<file path="config.mk">
export PLATFORM = sky130hd
export DESIGN_NAME = priority_interrupt_controller_core
export DESIGN_NICKNAME = d
export VERILOG_FILES = /design/src/rtl/pic_pkg.sv /design/src/rtl/priority_interrupt_controller_core.sv
export SDC_FILE = /design/constraint.sdc
export NUM_CORES = 1
export LEC_CHECK = 0
export BUFFER_PORTS_ARGS = -buffer_cell sky130_fd_sc_hd__buf_2
export CORE_UTILIZATION = 51
export CTS_CLUSTER_SIZE = 24
export DETAILED_ROUTE_END_ITERATION = 10
export PLACE_DENSITY = 0.7
export SKIP_CTS_REPAIR_TIMING = 1
export SLEW_MARGIN = 15
export SYNTH_ARGS = -nofsm -noshare
export SYNTH_HDL_FRONTEND = slang
export SYNTH_SLANG_ARGS = --single-unit
export TNS_END_PERCENT = 50
</file>
<file path="constraint.sdc">
create_clock -name clock -period 4.05 [get_ports clock]
set_input_delay 0.81 -clock clock [delete_from_list [all_inputs] [get_ports clock]]
set_output_delay 0.81 -clock clock [all_outputs]
set_load 0.02 [all_outputs]
</file>
<file path="src/rtl/pic_pkg.sv">
// ----------------------------------------------------------------------------
// Priority interrupt controller package
// Request codes, status codes, register indexes and fixed constants shared by
// the controller.
// ----------------------------------------------------------------------------
package pic_pkg;

   localparam int unsigned SOURCE_ID_W = 16;
   localparam int unsigned SLOT_W      = 5;
   localparam int unsigned LEVEL_W     = 4;
   localparam int unsigned WORD_W      = 16;
   localparam int unsigned CSR_INDEX_W = 2;

   localparam logic [LEVEL_W-1:0]     LEVEL_TOP        = 4'hF;
   localparam logic [SOURCE_ID_W-1:0] NMI_VECTOR_RESET = 16'd11;

   typedef enum logic [1:0] {
      FUNC_ADD    = 2'd0,
      FUNC_RAISE  = 2'd1,
      FUNC_CHECK  = 2'd2,
      FUNC_ACCEPT = 2'd3
   } func_type;

   typedef enum logic [1:0] {
      STATUS_OK        = 2'd0,
      STATUS_DUPLICATE = 2'd1,
      STATUS_FULL      = 2'd2,
      STATUS_NOT_FOUND = 2'd3
   } status_type;

   localparam logic [CSR_INDEX_W-1:0] CSR_NMI_RISING_EDGE = 2'd0;
   localparam logic [CSR_INDEX_W-1:0] CSR_NMI_VECTOR      = 2'd1;
   localparam logic [CSR_INDEX_W-1:0] CSR_MIN_SOURCE_ID   = 2'd2;

endpackage

</file>
<file path="src/rtl/priority_interrupt_controller_core.sv">
// ----------------------------------------------------------------------------
// Priority interrupt controller core
// Source table with packed priority nibbles, NMI edge detection and a
// sequential table scan for add, raise, check and accept requests.
// ----------------------------------------------------------------------------
// One request at a time. A request is taken when start is high and busy is
// low; its result shows on the rsp_ ports for exactly one cycle with rsp_valid
// high and must be taken then, as the receiver cannot stall the block. An add
// with an illegal id or slot, and a check that sees an NMI edge, answer in the
// cycle after start. Every other request walks the source table one entry
// per cycle through a single compare unit fed by the registered table read
// port. Busy drops in the cycle the result is shown, so the next request may
// start at once. No clearing pass is needed after reset.
module priority_interrupt_controller_core
   import pic_pkg::*;
#(
   parameter int unsigned MAX_SOURCES    = 32,
   parameter int unsigned PRIORITY_WORDS = 8
) (
   input  logic                   clock,
   input  logic                   reset,
   input  logic                   start,
   output logic                   busy,
   input  logic [1:0]             req_func,
   input  logic [SOURCE_ID_W-1:0] req_source_id,
   input  logic [SLOT_W-1:0]      req_slot,
   input  logic [LEVEL_W-1:0]     req_level,
   input  logic                   req_nmi_pin,
   input  logic [LEVEL_W-1:0]     req_cpu_mask,
   output logic                   rsp_valid,
   output logic [SOURCE_ID_W-1:0] rsp_chosen_source,
   output logic [LEVEL_W-1:0]     rsp_chosen_level,
   output logic [LEVEL_W-1:0]     rsp_new_mask,
   output logic [1:0]             rsp_status,
   input  logic                   csr_valid,
   output logic                   csr_ready,
   input  logic [CSR_INDEX_W-1:0] csr_index,
   input  logic [WORD_W-1:0]      csr_wdata
);

   localparam int unsigned IDX_W  = (MAX_SOURCES > 1) ? $clog2(MAX_SOURCES) : 1;
   localparam int unsigned CNT_W  = $clog2(MAX_SOURCES + 1);
   localparam int unsigned WIDX_W = (PRIORITY_WORDS > 1) ? $clog2(PRIORITY_WORDS) : 1;

   typedef enum logic {
      ST_IDLE,
      ST_SCAN
   } state_type;

   // ---- helpers ------------------------------------------------------------
   function automatic logic slot_legal(input logic [SLOT_W-1:0] s);
      logic [7:0] w;
      w = {5'b0, s[SLOT_W-1:2]};
      return w < 8'(PRIORITY_WORDS);
   endfunction

   function automatic logic [WIDX_W-1:0] word_index(input logic [SLOT_W-1:0] s);
      logic [7:0] w;
      w = {5'b0, s[SLOT_W-1:2]};
      return w[WIDX_W-1:0];
   endfunction

   // ---- registers ----------------------------------------------------------
   state_type                           state_ff, state_in;
   func_type                            func_ff, func_in;
   logic [SOURCE_ID_W-1:0]              id_ff, id_in;
   logic [SLOT_W-1:0]                   slot_ff, slot_in;
   logic [LEVEL_W-1:0]                  level_ff, level_in;
   logic [LEVEL_W-1:0]                  mask_ff, mask_in;

   logic                                nmi_rising_ff, nmi_rising_in;
   logic [SOURCE_ID_W-1:0]              nmi_vector_ff, nmi_vector_in;
   logic [SOURCE_ID_W-1:0]              min_id_ff, min_id_in;

   logic [CNT_W-1:0]                    count_ff, count_in;
   logic [MAX_SOURCES-1:0]              pending_ff, pending_in;
   logic [PRIORITY_WORDS-1:0][WORD_W-1:0] prio_ff, prio_in;
   logic                                last_nmi_ff, last_nmi_in;
   logic [LEVEL_W-1:0]                  held_ff, held_in;

   logic [CNT_W-1:0]                    scan_cnt_ff, scan_cnt_in;
   logic                                rd_vld_ff, rd_vld_in;
   logic [IDX_W-1:0]                    rd_idx_ff, rd_idx_in;
   logic                                hit_ff, hit_in;
   logic [IDX_W-1:0]                    hit_idx_ff, hit_idx_in;
   logic [LEVEL_W-1:0]                  best_ff, best_in;
   logic [SOURCE_ID_W-1:0]              best_id_ff, best_id_in;

   logic                                rsp_valid_ff, rsp_valid_in;
   logic [SOURCE_ID_W-1:0]              rsp_chosen_ff, rsp_chosen_in;
   logic [LEVEL_W-1:0]                  rsp_level_ff, rsp_level_in;
   logic [LEVEL_W-1:0]                  rsp_mask_ff, rsp_mask_in;
   status_type                          rsp_status_ff, rsp_status_in;

   // ---- source table memory ------------------------------------------------
   logic [SOURCE_ID_W-1:0] id_mem   [MAX_SOURCES];
   logic [SLOT_W-1:0]      slot_mem [MAX_SOURCES];
   logic [SOURCE_ID_W-1:0] rd_id_ff;
   logic [SLOT_W-1:0]      rd_slot_ff;
   logic                   mem_we;
   logic [IDX_W-1:0]       mem_rd_addr;

   always_ff @(posedge clock) begin
      if (mem_we) begin
         id_mem[count_ff[IDX_W-1:0]]   <= id_ff;
         slot_mem[count_ff[IDX_W-1:0]] <= slot_ff;
      end
      rd_id_ff   <= id_mem[mem_rd_addr];
      rd_slot_ff <= slot_mem[mem_rd_addr];
   end

   // ---- level of the entry under evaluation --------------------------------
   logic [WORD_W-1:0]  scan_word;
   logic [LEVEL_W-1:0] scan_level;

   always_comb begin
      scan_word = prio_ff[word_index(rd_slot_ff)];
      case (rd_slot_ff[1:0])
         2'd0:    scan_level = scan_word[15:12];
         2'd1:    scan_level = scan_word[11:8];
         2'd2:    scan_level = scan_word[7:4];
         default: scan_level = scan_word[3:0];
      endcase
      if (!slot_legal(rd_slot_ff)) begin
         scan_level = '0;
      end
   end

   // ---- next state ---------------------------------------------------------
   logic nmi_edge;
   logic scan_done;

   always_comb begin
      state_in      = state_ff;
      func_in       = func_ff;
      id_in         = id_ff;
      slot_in       = slot_ff;
      level_in      = level_ff;
      mask_in       = mask_ff;
      nmi_rising_in = nmi_rising_ff;
      nmi_vector_in = nmi_vector_ff;
      min_id_in     = min_id_ff;
      count_in      = count_ff;
      pending_in    = pending_ff;
      prio_in       = prio_ff;
      last_nmi_in   = last_nmi_ff;
      held_in       = held_ff;
      scan_cnt_in   = scan_cnt_ff;
      rd_vld_in     = 1'b0;
      rd_idx_in     = rd_idx_ff;
      hit_in        = hit_ff;
      hit_idx_in    = hit_idx_ff;
      best_in       = best_ff;
      best_id_in    = best_id_ff;
      rsp_valid_in  = 1'b0;
      rsp_chosen_in = rsp_chosen_ff;
      rsp_level_in  = rsp_level_ff;
      rsp_mask_in   = rsp_mask_ff;
      rsp_status_in = rsp_status_ff;
      mem_we        = 1'b0;
      mem_rd_addr   = scan_cnt_ff[IDX_W-1:0];

      nmi_edge  = nmi_rising_ff ? (!last_nmi_ff && req_nmi_pin)
                                : (last_nmi_ff && !req_nmi_pin);
      scan_done = (scan_cnt_ff >= count_ff) && !rd_vld_ff;

      if (csr_valid) begin
         case (csr_index)
            CSR_NMI_RISING_EDGE: nmi_rising_in = csr_wdata[0];
            CSR_NMI_VECTOR:      nmi_vector_in = csr_wdata;
            CSR_MIN_SOURCE_ID:   min_id_in     = csr_wdata;
            default: ;
         endcase
      end

      case (state_ff)
         ST_IDLE: begin
            if (start) begin
               func_in     = func_type'(req_func);
               id_in       = req_source_id;
               slot_in     = req_slot;
               level_in    = req_level;
               mask_in     = req_cpu_mask;
               scan_cnt_in = '0;
               hit_in      = 1'b0;
               hit_idx_in  = '0;
               best_in     = '0;
               best_id_in  = '0;
               state_in    = ST_SCAN;
               case (func_type'(req_func))
                  FUNC_ADD: begin
                     if (req_source_id < min_id_ff || !slot_legal(req_slot)) begin
                        state_in      = ST_IDLE;
                        rsp_valid_in  = 1'b1;
                        rsp_chosen_in = '0;
                        rsp_level_in  = held_ff;
                        rsp_mask_in   = '0;
                        rsp_status_in = STATUS_NOT_FOUND;
                     end
                  end
                  FUNC_CHECK: begin
                     last_nmi_in = req_nmi_pin;
                     if (nmi_edge) begin
                        state_in      = ST_IDLE;
                        held_in       = LEVEL_TOP;
                        rsp_valid_in  = 1'b1;
                        rsp_chosen_in = nmi_vector_ff;
                        rsp_level_in  = LEVEL_TOP;
                        rsp_mask_in   = '0;
                        rsp_status_in = STATUS_OK;
                     end
                  end
                  FUNC_ACCEPT: begin
                     // keep the held priority as the mask to hand back
                     level_in = held_ff;
                     held_in  = '0;
                  end
                  default: ;
               endcase
            end
         end

         ST_SCAN: begin
            // issue stage: read the next table entry
            if (scan_cnt_ff < count_ff) begin
               rd_vld_in   = 1'b1;
               rd_idx_in   = scan_cnt_ff[IDX_W-1:0];
               scan_cnt_in = scan_cnt_ff + 1'b1;
            end

            // evaluate stage: first id match, best pending level above the mask
            if (rd_vld_ff) begin
               if (!hit_ff && rd_id_ff == id_ff) begin
                  hit_in     = 1'b1;
                  hit_idx_in = rd_idx_ff;
               end
               if (pending_ff[rd_idx_ff] && scan_level > best_ff && scan_level > mask_ff) begin
                  best_in    = scan_level;
                  best_id_in = rd_id_ff;
               end
            end

            if (scan_done) begin
               state_in      = ST_IDLE;
               rsp_valid_in  = 1'b1;
               rsp_chosen_in = '0;
               rsp_level_in  = held_ff;
               rsp_mask_in   = '0;
               rsp_status_in = STATUS_OK;
               case (func_ff)
                  FUNC_ADD: begin
                     if (hit_ff) begin
                        rsp_status_in = STATUS_DUPLICATE;
                     end else if (count_ff >= CNT_W'(MAX_SOURCES)) begin
                        rsp_status_in = STATUS_FULL;
                     end else begin
                        mem_we                           = 1'b1;
                        pending_in[count_ff[IDX_W-1:0]] = 1'b0;
                        count_in                         = count_ff + 1'b1;
                        case (slot_ff[1:0])
                           2'd0:    prio_in[word_index(slot_ff)][15:12] = level_ff;
                           2'd1:    prio_in[word_index(slot_ff)][11:8]  = level_ff;
                           2'd2:    prio_in[word_index(slot_ff)][7:4]   = level_ff;
                           default: prio_in[word_index(slot_ff)][3:0]   = level_ff;
                        endcase
                     end
                  end
                  FUNC_RAISE: begin
                     if (hit_ff) begin
                        pending_in[hit_idx_ff] = 1'b1;
                     end else begin
                        rsp_status_in = STATUS_NOT_FOUND;
                     end
                  end
                  FUNC_CHECK: begin
                     held_in       = best_ff;
                     rsp_chosen_in = best_id_ff;
                     rsp_level_in  = best_ff;
                  end
                  default: begin
                     rsp_mask_in = level_ff;
                     rsp_level_in = '0;
                     if (hit_ff) begin
                        pending_in[hit_idx_ff] = 1'b0;
                     end else begin
                        rsp_status_in = STATUS_NOT_FOUND;
                     end
                  end
               endcase
            end
         end

         default: state_in = ST_IDLE;
      endcase
   end

   // ---- state and registered outputs ---------------------------------------
   always_ff @(posedge clock) begin
      if (reset) begin
         state_ff      <= ST_IDLE;
         nmi_rising_ff <= 1'b0;
         nmi_vector_ff <= NMI_VECTOR_RESET;
         min_id_ff     <= '0;
         count_ff      <= '0;
         pending_ff    <= '0;
         prio_ff       <= '0;
         last_nmi_ff   <= 1'b0;
         held_ff       <= '0;
         rd_vld_ff     <= 1'b0;
         hit_ff        <= 1'b0;
         rsp_valid_ff  <= 1'b0;
      end else begin
         state_ff      <= state_in;
         nmi_rising_ff <= nmi_rising_in;
         nmi_vector_ff <= nmi_vector_in;
         min_id_ff     <= min_id_in;
         count_ff      <= count_in;
         pending_ff    <= pending_in;
         prio_ff       <= prio_in;
         last_nmi_ff   <= last_nmi_in;
         held_ff       <= held_in;
         rd_vld_ff     <= rd_vld_in;
         hit_ff        <= hit_in;
         rsp_valid_ff  <= rsp_valid_in;
      end
      func_ff       <= func_in;
      id_ff         <= id_in;
      slot_ff       <= slot_in;
      level_ff      <= level_in;
      mask_ff       <= mask_in;
      scan_cnt_ff   <= scan_cnt_in;
      rd_idx_ff     <= rd_idx_in;
      hit_idx_ff    <= hit_idx_in;
      best_ff       <= best_in;
      best_id_ff    <= best_id_in;
      rsp_chosen_ff <= rsp_chosen_in;
      rsp_level_ff  <= rsp_level_in;
      rsp_mask_ff   <= rsp_mask_in;
      rsp_status_ff <= rsp_status_in;
   end

   assign busy              = (state_ff != ST_IDLE);
   assign csr_ready         = 1'b1;
   assign rsp_valid         = rsp_valid_ff;
   assign rsp_chosen_source = rsp_chosen_ff;
   assign rsp_chosen_level  = rsp_level_ff;
   assign rsp_new_mask      = rsp_mask_ff;
   assign rsp_status        = rsp_status_ff;

   // ---- assertions ---------------------------------------------------------
   a_start_progress: assert property (@(posedge clock) disable iff (reset)
      (start && !busy) |=> (busy || rsp_valid))
      else $error("accepted request neither scanning nor answered");

   a_count_bound: assert property (@(posedge clock) disable iff (reset)
      count_ff <= CNT_W'(MAX_SOURCES))
      else $error("table count beyond capacity");

   a_read_in_scan: assert property (@(posedge clock) disable iff (reset)
      rd_vld_ff |-> (state_ff == ST_SCAN))
      else $error("table read outside a scan");

   a_hit_in_table: assert property (@(posedge clock) disable iff (reset)
      (state_ff == ST_SCAN && hit_ff) |-> (CNT_W'(hit_idx_ff) < count_ff))
      else $error("matched entry beyond the table fill");

   a_idle_response: assert property (@(posedge clock) disable iff (reset)
      rsp_valid |-> !busy)
      else $error("response shown while still scanning");

endmodule

</file>
* After elaboration in Yosys (flattened, before gate mapping)
Memories as Yosys holds them, arrays and structs flattened. A register that Yosys moved wholly into a read port is not among the register bits.
Index checks and enable logic that the tools add are counted.
** Storage, ports and cells
- Flip-flop bits (word level) :: 301
- RAM bits :: 672
- Input port bits :: 54
- Output and inout port bits :: 29
- Word-level logic and storage cells :: 224
- Memories :: 2
** Operators by class
- $add $sub $neg :: 2
- Magnitude comparators :: 14
- Eq/ne operators :: 25
- Mux-type cells :: 104
- Bitwise logic cells :: 9
- Reduce and logical (&&, ||, !) cells :: 35
** Memory list
- id_mem :: depth 32, width 16, rd ports 1, clocked after Yosys merged registers in 1, wr ports 1, RTL line priority_interrupt_controller_core.sv:96 : logic [SOURCE_ID_W-1:0] id_mem [MAX_SOURCES];
- slot_mem :: depth 32, width 5, rd ports 1, clocked after Yosys merged registers in 1, wr ports 1, RTL line priority_interrupt_controller_core.sv:97 : logic [SLOT_W-1:0] slot_mem [MAX_SOURCES];
** Operators with widths (number)
- $bwmux W128 :: 4
- $pmux W128 S3 :: 1
- $demux W16 S3 :: 4
- $mux W16 :: 10
- $mux W32 :: 4
- $pmux W16 S2 :: 3
- $pmux W32 S3 :: 1
- $mux W4 :: 17
- $and A32 B32 Y32 :: 2
- $not A32 Y32 :: 2
- $pmux W4 S2 :: 8
- $bmux W16 S3 :: 1
- $or A32 B32 Y32 :: 1
- $mux W1 :: 23
- $lt A5 B6 Y1 const B :: 3
- $eq A16 B16 Y1 :: 1
- $lt A16 B16 Y1 :: 1
- $mux W5 :: 3
- $reduce_and A5 Y1 :: 3
- $mux W2 :: 7
- $add A6 B1 Y6 const B :: 2
- $eq A2 B2 Y1 const B :: 6
- $mux W12 :: 1
- $mux W6 :: 2
- other kinds (30) :: 79

* Longest topological paths before layout
Gate-level depths: netlist of the first run.
- Depth in word-level cells :: 9
- Mapped depth :: 13
- Mapped depth without buffers :: 9

* Least setup slack after synthesis of the first run
OpenSTA, ideal clock, no wires.
- Path type :: register to register
- Start point :: register rd_slot_ff[2] (read register of slot_mem)
- End point :: register best_ff[0] (enable)
- Library setup time :: 0.425 ns
- Arrival :: 4.032 ns
- Required time :: 3.625 ns
- Setup slack :: -0.406 ns
- Stages on the path, launching flop included :: 13
- Buffers on the path :: 3
- Clock period less this slack :: 4.456 ns
- Cell sequence :: dfxtp_1 > buf_2 > buf_4 > buf_2 > mux4_2 > mux4_2 > mux2_2 > ha_1 > nor2b_1 > o211ai_1 > a21oi_1 > nand2_1 > o21ai_0
** On the way
- Longest elaborated chain between the ends :: 8
** RTL lines
- start, declared :: RTL line priority_interrupt_controller_core.sv:99 : logic [SLOT_W-1:0] rd_slot_ff;
- $bmux W16 S3 * :: RTL line priority_interrupt_controller_core.sv:117 : scan_word = prio_ff[word_index(rd_slot_ff)];
- $mux W16 (not written as such) * :: RTL line priority_interrupt_controller_core.sv:117
- $pmux W4 S3 * :: RTL line priority_interrupt_controller_core.sv:118 : case (rd_slot_ff[1:0])
- net scan_level[1] :: RTL line priority_interrupt_controller_core.sv:114 : logic [LEVEL_W-1:0] scan_level;
- $gt A4 B4 Y1 :: RTL line priority_interrupt_controller_core.sv:237 : if (pending_ff[rd_idx_ff] && scan_level > best_ff && scan_level > mask_ff) begin
- $logic_and A1 B1 Y1 :: RTL line priority_interrupt_controller_core.sv:237
- $logic_and A1 B1 Y1 * :: RTL line priority_interrupt_controller_core.sv:237
- $ne A2 B1 Y1 (no line) *
- $reduce_and A3 Y1 (no line) *
- end signal, assigned :: RTL line priority_interrupt_controller_core.sv:334 : best_ff <= best_in;
- end, declared :: RTL line priority_interrupt_controller_core.sv:86 : logic [LEVEL_W-1:0] best_ff, best_in;
Mark *: on every way through the listed nets, which the timed path passes. The rest lies on a longest branch. The select of a mux whose other input is x is not followed.
A chain may end at the register's enable or synchronous reset.

* Final worst setup path of the first run
- Start point :: register rd_slot_ff[2] (read register of slot_mem)
- End point :: register best_id_ff[5] (enable)
** On the way
- Longest elaborated chain between the ends :: 8
** RTL lines
- $bmux W16 S3 * :: RTL line priority_interrupt_controller_core.sv:117
- $mux W16 (not written as such) * :: RTL line priority_interrupt_controller_core.sv:117
- $pmux W4 S3 * :: RTL line priority_interrupt_controller_core.sv:118
- $gt A4 B4 Y1 :: RTL line priority_interrupt_controller_core.sv:237
- $logic_and A1 B1 Y1 :: RTL line priority_interrupt_controller_core.sv:237
- $logic_and A1 B1 Y1 * :: RTL line priority_interrupt_controller_core.sv:237
- $ne A2 B1 Y1 (no line) *
- $reduce_and A3 Y1 (no line) *
- end signal, assigned :: RTL line priority_interrupt_controller_core.sv:335 : best_id_ff <= best_id_in;
- end, declared :: RTL line priority_interrupt_controller_core.sv:87 : logic [SOURCE_ID_W-1:0] best_id_ff, best_id_in;
Every way passes the cells marked *; elsewhere a longest branch is shown, timed or not. The select of a mux whose other input is x is not followed.

==> summary.md, run 1 <==
| Metric | Value |
|---|---|
| Unrepaired setup endpoints after global routing | `false` |
| Async set-or-reset flop fraction in the synthesized netlist | `0%` |
| Synth area leaders | `edfxtp_1, mux4_2, dfxtp_1, mux2i_1, nor2_1` |
| Layout fillers | `slightly below 6k` |
| Num ports | `between 80 and 90` |
| Via count | `22.2k` |
| Final slew viol count | `0` |
| LEAKAGE | `~15 nW` |
| Fmax | `277 MHz` |
| Share of layout cells above drive strength 1 | `between 20% and 30%` |
| Synth Area in XOR/XNOR | `less than 1%` |
| 1st-iter DRT viols | `about 2.3k` |
| Final WL | `~92000 µm` |
| P_sw | `about 0.0052 W` |
| Area growth, synth to finish | `12.7%` |
| TNS Setup | `0 ns` |
| FF/Latch Area | `27600 µm²` |
| Flop2flop setup slack | `0.44 ns` |
| Syn Area/Cell | `16.8 µm²` |
| Min Tclk post-route | `between 3 and 4 ns` |
| Synth Area in Adders | `under 10%` |
| Fin crit share | `slightly below 90%` |
| Outcome | `finished, final reports clean` |
| Area of the multi-input gates | `12100 µm²` |
| Largest net degree at the start of global routing | `about 130` |
| CTS Sinks | `994` |
| Skew final | `roughly 0.028 ns` |
| Clock Power Share | `approximately two fifths` |
| Die Area | `roughly 80000 µm²` |
| Chip width | `283 µm` |
| Simple-Gate Fraction of Synth Area | `5.93%` |
| DR WL/cell | `between 20 and 30 µm` |
| # port buffers | `roughly 80` |
| Multiplexer share of the synthesized area | `a little under a fifth` |
| Main combinational cell family by area after synthesis | `multiplexers` |
| Setup CP Type | `reg -> reg` |
| Nets | `approximately 2.6k` |
| Hold Path Class | `in -> reg` |
| GPL Wtd Cong | `about 0.9` |
| First-pass GRT wire length | `approximately 140000 µm` |
| Sw Share | `a little under a quarter` |
| Post-synthesis cell type count | `64` |
| Clock root buffer | `clkbuf_16` |
| Synth Warn # | `0` |
| Total CTS buffers | `100` |
| Clk_lat worst skew | `0.68 ns` |
| Synthesized net count | `between 2k and 3k` |
| CP required | `around 4.4 ns` |
| Vias per cell | `just over 6` |
| Final setup viols | `0` |
| Slew margin rel. | `roughly a fifth` |
| Main synth FF type | `edfxtp_1` |
| Total power per unit cell area | `492 nW/µm²` |
| Sequential cell fraction of total power | `50.8%` |
| Initial antenna violation count | `3` |
| Drt pass-1 iters | `5` |
| ANT nets after route | `0` |
| Crit path launch type | `flip-flop` |
| Total Power | `0.0224 W` |
| Yosys top cell area share | `56.8%` |
| Number of synthesized flops with an enable pin | `between 700 and 800` |
| Slew at the pin closest to its max-slew limit | `approximately 1.2 ns` |
| Int Power | `between 0.015 and 0.02 W` |
| Synth area leader | `edfxtp_1` |
| Crit. End Element | `flip-flop` |
| Count leader, synth | `edfxtp_1` |
| Hpwl dp | `57100 µm` |
| Clock Path Buffers | `3` |
| Rows | `102` |
| Max Cap Viol | `0` |
| WP data arrival | `3.96 ns` |
| CP Max Fanout | `20` |
| Gr usage total | `roughly 23%` |
| Final hold vios | `0` |
| #FFs+latches synth | `between 900 and 1k` |
| Top cells by count, synth | `edfxtp_1, mux4_2, dfxtp_1` |
| DRC | `0` |
| CTS tree | `built` |
| Register area share after synthesis | `~68%` |
| Global route overflow | `0` |
| Vias in the first global route | `about 22k` |
| Comb pwr share | `around 9%` |
| Placeable Area | `roughly 78000 µm²` |
| Height of the die | `around 280 µm` |
| Synth Area in Compound Gates | `3.85%` |
| VDD IR max | `0.000373 V` |
| H-tree lvl count | `3` |
| Clk slew on worst S/H paths | `approximately 0.060 ns` |
| Initial core utilization | `roughly half` |
| Mapped cell area | `roughly 40000 µm²` |
| Gate Count Post-Synth | `around 2.4k` |
[through the flow]
step / setup WS (ns) / util (%) / cells / hold WS, ns / instance area [µm²]
2_1_floorplan: 0.100 / - / 2411 / 0.436 / 40400
3_3_place_gp: 0.335 / 54.2 / 3460 / 0.444 / 42300
3_5_place_dp: 0.394 / 54.2 / 3460 / 0.449 / 42300
4_1_cts: 0.372 / 58.4 / 3648 / 0.284 / 45500
5_1_grt: 0.216 / 58.4 / 3650 / 0.297 / 45600
6_report: 0.436 / 58.4 / 3650 / 0.312 / 45600
[metal layers]
| layer | track usage [%] | vias to the layer above | share of wire, % |
|---|---|---|---|
| met3 | 4.20 | 132 | 7.9 |
| met4 | 6.32 | 0 | 2.2 |
| met2 | 37.1 | 945 | 48 |
| li1 | - | 9666 | - |
| met5 | 0 | - | 0 |
| met1 | 32.7 | 11416 | 41 |
[worst paths after layout]
kind | startpoint | endpoint | cells past startpoint
setup reg to reg | rd_slot_ff[2]$_DFF_P_ | best_id_ff[5]$_SDFFCE_PN0P_ | 11
hold / removal | req_slot[2] | slot_ff[2]$_DFFE_PP_ | 1
hold reg to reg | nmi_vector_ff[7]$_SDFFE_PP0P_ | nmi_vector_ff[7]$_SDFFE_PP0P_ | 2
setup / recovery | rd_slot_ff[2]$_DFF_P_ | best_id_ff[5]$_SDFFCE_PN0P_ | 11
[power by group through the flow]
stage	sequential, W	clock, W	combinational [W]
after floorplan	0.0116	0	0.00137
after CTS	0.0114	0.00916	0.00200
after global placement	0.0116	0	0.00196
after global routing	0.0114	0.00956	0.00214
after detailed placement	0.0116	0	0.00199
final	0.0114	0.00903	0.00199
[layout make-up]
cell class	instances	share of cell area, %
Inverter	41	0.338
Clock buffer	139	5.95
Sequential cell	994	60.5
Tap cell	1040	2.86
Multi-Input combinational cell	1206	26.5
Timing Repair Buffer	180	2.74
Clock inverter	49	1.15
Antenna cell	1	0.00549
[logic make-up (layout without fill, tap and decap cells)]
logic type	after synthesis	after routing
other	1	2
XOR/XNOR	23	23
AND/OR/NAND/NOR	487	487
multiplexers	408	408
flip-flops	994	994
adder cells (fa/ha/maj)	35	35
AO/OA/AOI/OAI	252	252
buffers and inverters	211	409
[critical path, stage by stage, from the launching register on]
cell     delay (ns)
dfxtp_2        0.43
buf_12         0.20
mux4_2         0.52
mux4_2         0.53
mux2i_1        0.40
ha_1           0.32
nand4_1        0.10
nand4_1        0.09
a21oi_1        0.17
nand2_1        0.10
o21ai_2        0.13
buf_4          0.29
[placed cells by master, fill, tap and decap left out, drive strengths merged, types with 24 or more instances in the layout]
cell type	count
edfxtp	765
mux2	28
clkbuf	139
ha	35
or4	25
nor2	185
inv	42
and2	35
mux4	259
mux2i	121
o21ai	58
a22oi	24
buf	180
nand2	111
clkinv	40
dfxtp	229
a21oi	102
nand3	48
Power figures use the tool's default switching activity.
==> run 2: changes to the inputs <==
- PLACE_DENSITY: 0.7 -> 0.67
- clock period: 4.05 -> 4.3 ns (I/O delays scaled with it)
==> run 2 against run 1 <==
Sequential power down 6%. Critical path type unchanged. Non-clock buffer count down 18. Via count up 0.83%. Largest cell class unchanged. Cell area down 0.43%. Utilization down 0.25 points. Largest power group unchanged.
==> summary.md, run 2 (synthesized netlist as in run 1, its figures left out) <==
| Metric | Value |
|---|---|
| Initial core utilization | `51.8% (unchanged)` |
| Skew final | `0.0193 ns (-0.00823 ns)` |
| Unrepaired setup endpoints after global routing | `false` |
| Drt pass-1 iters | `6 (+1)` |
| Clk slew on worst S/H paths | `0.06 ns (about the same)` |
| Fin crit share | `88.6% (-0.59 points)` |
| DRC | `0 (unchanged)` |
| First-pass GRT wire length | `145000 µm (+2.7%)` |
| Most frequent cells in the layout | `edfxtp_1, mux4_2, dfxtp_1` |
| Outcome | `finished, final reports clean` |
| Vias per cell | `6.15 (+1.3%)` |
| VDD IR max | `0.000306 V (-18%)` |
| Num ports | `83 (unchanged)` |
| GPL Wtd Cong | `0.879 (-1.8%)` |
| Height of the die | `283 µm (unchanged)` |
| CP Max Fanout | `18 (-10%)` |
| Clock root buffer | `clkbuf_16` |
| Crit path launch type | `flip-flop` |
| Gr usage total | `24.1% (+1.0 points)` |
| CTS Sinks | `994 (unchanged)` |
| Rows | `102 (unchanged)` |
| # port buffers | `81 (unchanged)` |
| Final setup viols | `0 (unchanged)` |
| Nets | `2593 (-0.73%)` |
| Final core occ | `58.2% (-0.25 points)` |
| Total power per unit cell area | `465 nW/µm² (-5.4%)` |
| Vias in the first global route | `22.1k (-1.3%)` |
| Largest net degree at the start of global routing | `204 (+58%)` |
| Clk_lat worst skew | `0.66 ns (-0.02 ns)` |
| Share of layout cells above drive strength 1 | `25.2% (-0.24 points)` |
| 1st-iter DRT viols | `2376 (+1.6%)` |
| Slew margin rel. | `15.2% (-6.0 points)` |
| Min Tclk post-route | `3.81 ns (+0.198 ns)` |
| CTS tree | `built` |
| Placeable Area | `78000 µm² (unchanged)` |
| Crit. End Element | `flip-flop` |
| Global route overflow | `0 (unchanged)` |
| Setup CP Type | `reg -> reg` |
| Flop2flop setup slack | `0.49 ns (+0.05 ns)` |
| CP required | `4.66 ns (+0.27 ns)` |
| Hold WS | `0.388 ns (+0.0750 ns)` |
| ANT nets after route | `0 (unchanged)` |
| Hpwl dp | `60600 µm (+6.1%)` |
| Fmax | `262 MHz (-5.2%)` |
| Slew at the pin closest to its max-slew limit | `1.27 ns (+0.100 ns)` |
| H-tree lvl count | `3 (unchanged)` |
| Via count | `22.3k (+0.83%)` |
| Final hold vios | `0 (unchanged)` |
| Final WL | `96500 µm (+4.6%)` |
| Max Cap Viol | `0 (unchanged)` |
| Hold Path Class | `in -> reg` |
| Die Area | `80400 µm² (unchanged)` |
| Area growth, synth to finish | `12.2%` |
| DR WL/cell | `26.6 µm (+5.1%)` |
| Clock Path Buffers | `3 (unchanged)` |
| Initial antenna violation count | `4 (+1)` |
| TNS Setup | `0 ns (unchanged)` |
| Chip width | `283 µm (unchanged)` |
| Total CTS buffers | `99 (-1.0%)` |
| Final slew viol count | `0 (unchanged)` |
| LEAKAGE | `15.2 nW (-0.71%)` |
| Most common cell after layout, fill and taps aside | `edfxtp_1` |
| WP data arrival | `4.17 ns (+0.21 ns)` |
[run 2: report_power, final]
part           switching [W]  total, W  internal [W]
combinational        0.00115   0.00196      0.000810
sequential          0.000173    0.0107        0.0105
clock                0.00359   0.00842       0.00483
total                0.00491    0.0211        0.0162
[run 2: layer usage]
layer	part of all wire, %	global-route usage, %
met4	2.4	6.38
met5	0	0
met3	8.8	4.84
met1	43	35.6
met2	46	36.8
[run 2: stage by stage]
step,setup slack (ns),instances,total power [W],instance area (µm²)
finish,0.488,3633,0.0211,45400
CTS,0.435,3630,0.0212,45300
global placement,0.518,3443,0.0128,42200
detailed placement,0.467,3443,0.0129,42200
floorplan,0.350,2411,0.0122,40400
global route,0.185,3631,0.0217,45400
[run 2: critical path, cell delays in order (launching register included)]
cell and delay, ns:
dfxtp_2 0.71, buf_4 0.34, mux4_2 0.33, mux4_2 0.49
mux2i_1 0.37, ha_1 0.33, nand4_1 0.10, nand4_1 0.10
a21oi_1 0.15, nand2_1 0.08, o21ai_2 0.31, buf_12 0.20
[run 2: layout make-up]
type | count | area (µm²)
diodes | 3 | 7.51
clock buffers | 133 | 2740
clock inverters | 54 | 455
fillers | 5811 | 32600
inverters | 41 | 154
multi-input cells | 1206 | 12000
flip-flops and latches | 994 | 27600
well taps | 1040 | 1300
repair buffers | 162 | 1090
[run 2: worst paths after layout]
| check | startpoint | to | cells past startpoint |
|---|---|---|---|
| worst min-delay path | req_slot[1] | slot_ff[1]$_DFFE_PP_ | 1 |
| worst max register to register | rd_slot_ff[2]$_DFF_P_ | best_id_ff[8]$_SDFFCE_PN0P_ | 11 |
| worst max-delay path | rd_slot_ff[2]$_DFF_P_ | best_id_ff[8]$_SDFFCE_PN0P_ | 11 |
| worst min register to register | min_id_ff[12]$_SDFFE_PP0P_ | min_id_ff[12]$_SDFFE_PP0P_ | 2 |
==> run 3: changes to the inputs <==
- BUFFER_PORTS_ARGS: -buffer_cell sky130_fd_sc_hd__buf_2 -> default
- DONT_BUFFER_PORTS: default -> 1
- PLACE_DENSITY: 0.67 -> 0.66
==> run 3 against run 2 <==
Total power rose by 1.9%. Sequential share of layout area up 0.27 points. Via count fell by 1.9%. Routed wire length is 0.69% lower. Combinational power is 6% lower. Cell count is 2.2% lower. Maximum frequency fell by 4.2%. Global-route usage down 0.29 points. Non-clock buffer count decreased by 78. First-iteration DRC count fell by 12%. Die area did not move. Critical path depth is 4 lower. Critical endpoint is now id_mem[19][3]$_DFFE_PP_. Highest routed layer unchanged.
==> summary.md, run 3 (synthesized netlist as in run 1, its figures left out) <==
| Metric | Value |
|---|---|
| Total CTS buffers | `101 (+2.0%)` |
| # port buffers | `0 (-100%)` |
| Final WL | `95800 µm (-0.69%)` |
| DR WL/cell | `27.0 µm (+1.5%)` |
| Antenna diodes | `0 (-3)` |
| Met3 Wirelength | `8280 µm (-2.0%)` |
| Chip width | `283 µm (unchanged)` |
| Comb pwr share | `8.5% (-0.8 points)` |
| Hold WS | `0.286 ns (-0.102 ns)` |
| Slowest cell on the critical path | `nand2_1` |
| Max Cap Viol | `0 (unchanged)` |
| Layout fillers | `5782 (-0.50%)` |
| LEAKAGE | `15.0 nW (-1.3%)` |
| Int Power | `0.0166 W (+2.5%)` |
| Met2 wire len | `43900 µm (-1.6%)` |
| CTS tree | `built` |
| TNS Setup | `0 ns (unchanged)` |
| Rows | `102 (unchanged)` |
| VDD IR max | `0.000351 V (+15%)` |
| Top routing layer used | `met4` |
| Setup CP Type | `reg -> reg` |
| Crit path launch type | `flip-flop` |
| Reg2Reg Depth | `7 (-4)` |
| H-tree lvl count | `3 (unchanged)` |
| Share of layout cells above drive strength 1 | `23.3% (-1.9 points)` |
| Crit. End Element | `flip-flop` |
| Final setup viols | `0 (unchanged)` |
| Largest net degree at the start of global routing | `205 (+0.49%)` |
| Clock Power Share | `41.5% (+1.6 points)` |
| End of the critical path | `id_mem[19][3]$_DFFE_PP_` |
| WP data arrival | `4.34 ns (+0.17 ns)` |
| Min Tclk post-route | `3.98 ns (+0.168 ns)` |
| Critical path depth in cells | `7 (-4)` |
| Area growth, synth to finish | `11.7%` |
| GPL Wtd Cong | `0.872 (-0.80%)` |
| CP Cell Sequence | `clkinv_1 -> ha_1 -> nand4_1 -> o21bai_1 -> nand2_1 -> nor2_2 -> buf_4` |
| First-pass GRT wire length | `142000 µm (-1.7%)` |
| CP Max Fanout | `13 (-5)` |
| 1st-iter DRT viols | `2096 (-12%)` |
| P_sw | `0.00492 W (about the same)` |
| Global route overflow | `0 (unchanged)` |
| Drt pass-1 iters | `5 (-1)` |
| ANT nets after route | `0 (unchanged)` |
| Most frequent cells in the layout | `edfxtp_1, mux4_2, dfxtp_1` |
| Clock Path Buffers | `3 (unchanged)` |
| Slew at the pin closest to its max-slew limit | `1.25 ns (-0.0227 ns)` |
| Clk_lat worst skew | `0.67 ns (about the same)` |
| Via count | `21.9k (-1.9%)` |
| Initial antenna violation count | `4 (unchanged)` |
| Placeable Area | `78000 µm² (unchanged)` |
| Outcome | `finished, final reports clean` |
| CP required | `4.66 ns (about the same)` |
| Reg2Reg Capture Point | `id_mem[19][3]$_DFFE_PP_` |
| Nets | `2517 (-2.9%)` |
| FF/Latch Area | `27600 µm² (unchanged)` |
| Total power per unit cell area | `476 nW/µm² (+2.4%)` |
| Num ports | `83 (unchanged)` |
| Vias per cell | `6.17 (+0.28%)` |
| Sequential cell fraction of total power | `50.0% (-0.8 points)` |
| Most common cell after layout, fill and taps aside | `edfxtp_1` |
| Crit-path leading delay family | `simple AND/OR/NAND/NOR gates` |
| Flop2flop setup slack | `0.32 ns (-0.17 ns)` |
| Area of the multi-input gates | `12000 µm² (about the same)` |
| Unrepaired setup endpoints after global routing | `false` |
| Final hold vios | `0 (unchanged)` |
| Largest stage delay, worst path | `0.71 ns (about the same)` |
| Slew margin rel. | `16.1% (+0.87 points)` |
| Clk slew on worst S/H paths | `0.06 ns (about the same)` |
| Fmax | `251 MHz (-4.2%)` |
| Crit path launch | `count_ff[3]$_SDFFE_PP0P_` |
| Metal-1 WL | `41000 µm (about the same)` |
| Fin crit share | `92.6% (+3.9 points)` |
| Height of the die | `283 µm (unchanged)` |
| Hpwl dp | `60600 µm (about the same)` |
| Vias in the first global route | `21.8k (-1.7%)` |
| CP Buf/Inv Count | `2 (unchanged)` |
| CTS Sinks | `994 (unchanged)` |
| Die Area | `80400 µm² (unchanged)` |
| DRC | `0 (unchanged)` |
| Clock root buffer | `clkbuf_16` |
| Initial core utilization | `51.8% (unchanged)` |
| Gr usage total | `23.9% (-0.29 points)` |
| Skew final | `0.0282 ns (+0.00882 ns)` |
| Hold Path Class | `in -> reg` |
| Worst r2r src | `count_ff[3]$_SDFFE_PP0P_` |
| Sw Share | `22.9% (-0.44 points)` |
| Final slew viol count | `0 (unchanged)` |
==> run 3: changes by cell type in the layout (fill, tap and decap cells not counted), moves of 4 or more <==
cell,previous run,this run
clkinv_4,4,0
buf_2,80,0
clkinv_2,16,22
buf_4,75,80
clkinv_1,22,14
bufinv_16,6,12
==> run 3: power groups by stage <==
stage	registers [W]	logic [W]	clock network (W)
floorplan	0.0109	0.00129	0
global placement	0.0109	0.00181	0
detailed placement	0.0109	0.00184	0
CTS	0.0107	0.00184	0.00907
global route	0.0108	0.00194	0.00943
finish	0.0107	0.00184	0.00892
==> run 3: worst min path at each step <==
stage,from,end,depth (start not counted)
2_1_floorplan,min_id_ff[10]$_SDFFE_PP0P_,min_id_ff[10]$_SDFFE_PP0P_,2
3_3_place_gp,min_id_ff[10]$_SDFFE_PP0P_,min_id_ff[10]$_SDFFE_PP0P_,2
3_5_place_dp,min_id_ff[13]$_SDFFE_PP0P_,min_id_ff[13]$_SDFFE_PP0P_,2
4_1_cts,reset,count_ff[3]$_SDFFE_PP0P_,1
5_1_grt,req_slot[0],slot_ff[0]$_DFFE_PP_,0
6_report,req_slot[0],slot_ff[0]$_DFFE_PP_,0
==> run 3: cell type report <==
cell class	count	share of cell area, %
Sequential cell	994	61.0
Multi-Input combinational cell	1206	26.7
Clock buffer	133	6.13
Tap cell	1040	2.88
Timing Repair Buffer	84	1.51
Clock inverter	56	1.44
Inverter	41	0.341
==> run 3: per-stage QoR <==
| step | std cells | utilization (%) | instance area [µm²] | setup WS [ns] | total power, W |
|---|---|---|---|---|---|
| 6_report | 3554 | 57.9 | 45200 | 0.320 | 0.0215 |
| 2_1_floorplan | 2411 | - | 40400 | 0.350 | 0.0122 |
| 3_3_place_gp | 3365 | 53.5 | 41700 | 0.455 | 0.0128 |
| 4_1_cts | 3554 | 57.9 | 45200 | 0.383 | 0.0217 |
| 3_5_place_dp | 3365 | 53.5 | 41700 | 0.367 | 0.0128 |
| 5_1_grt | 3554 | 57.9 | 45200 | 0.195 | 0.0221 |
==> run 3: worst reg2reg max path, delay by kind of cell, from the launching register on <==
kind | cells | cell delay [ns]
AOI/OAI and AO/OA | 1 | 0.64
and+or+nand+nor | 3 | 1.46
adders and majority gates | 1 | 0.39
buffers and inverters | 2 | 0.64
DFF | 1 | 0.54
==> run 3: routing by layer <==
layer | up-vias | track usage, %
met5 | - | 0
met4 | 0 | 7.42
met3 | 153 | 5.04
met2 | 974 | 36.4
met1 | 11301 | 34.5
li1 | 9490 | -
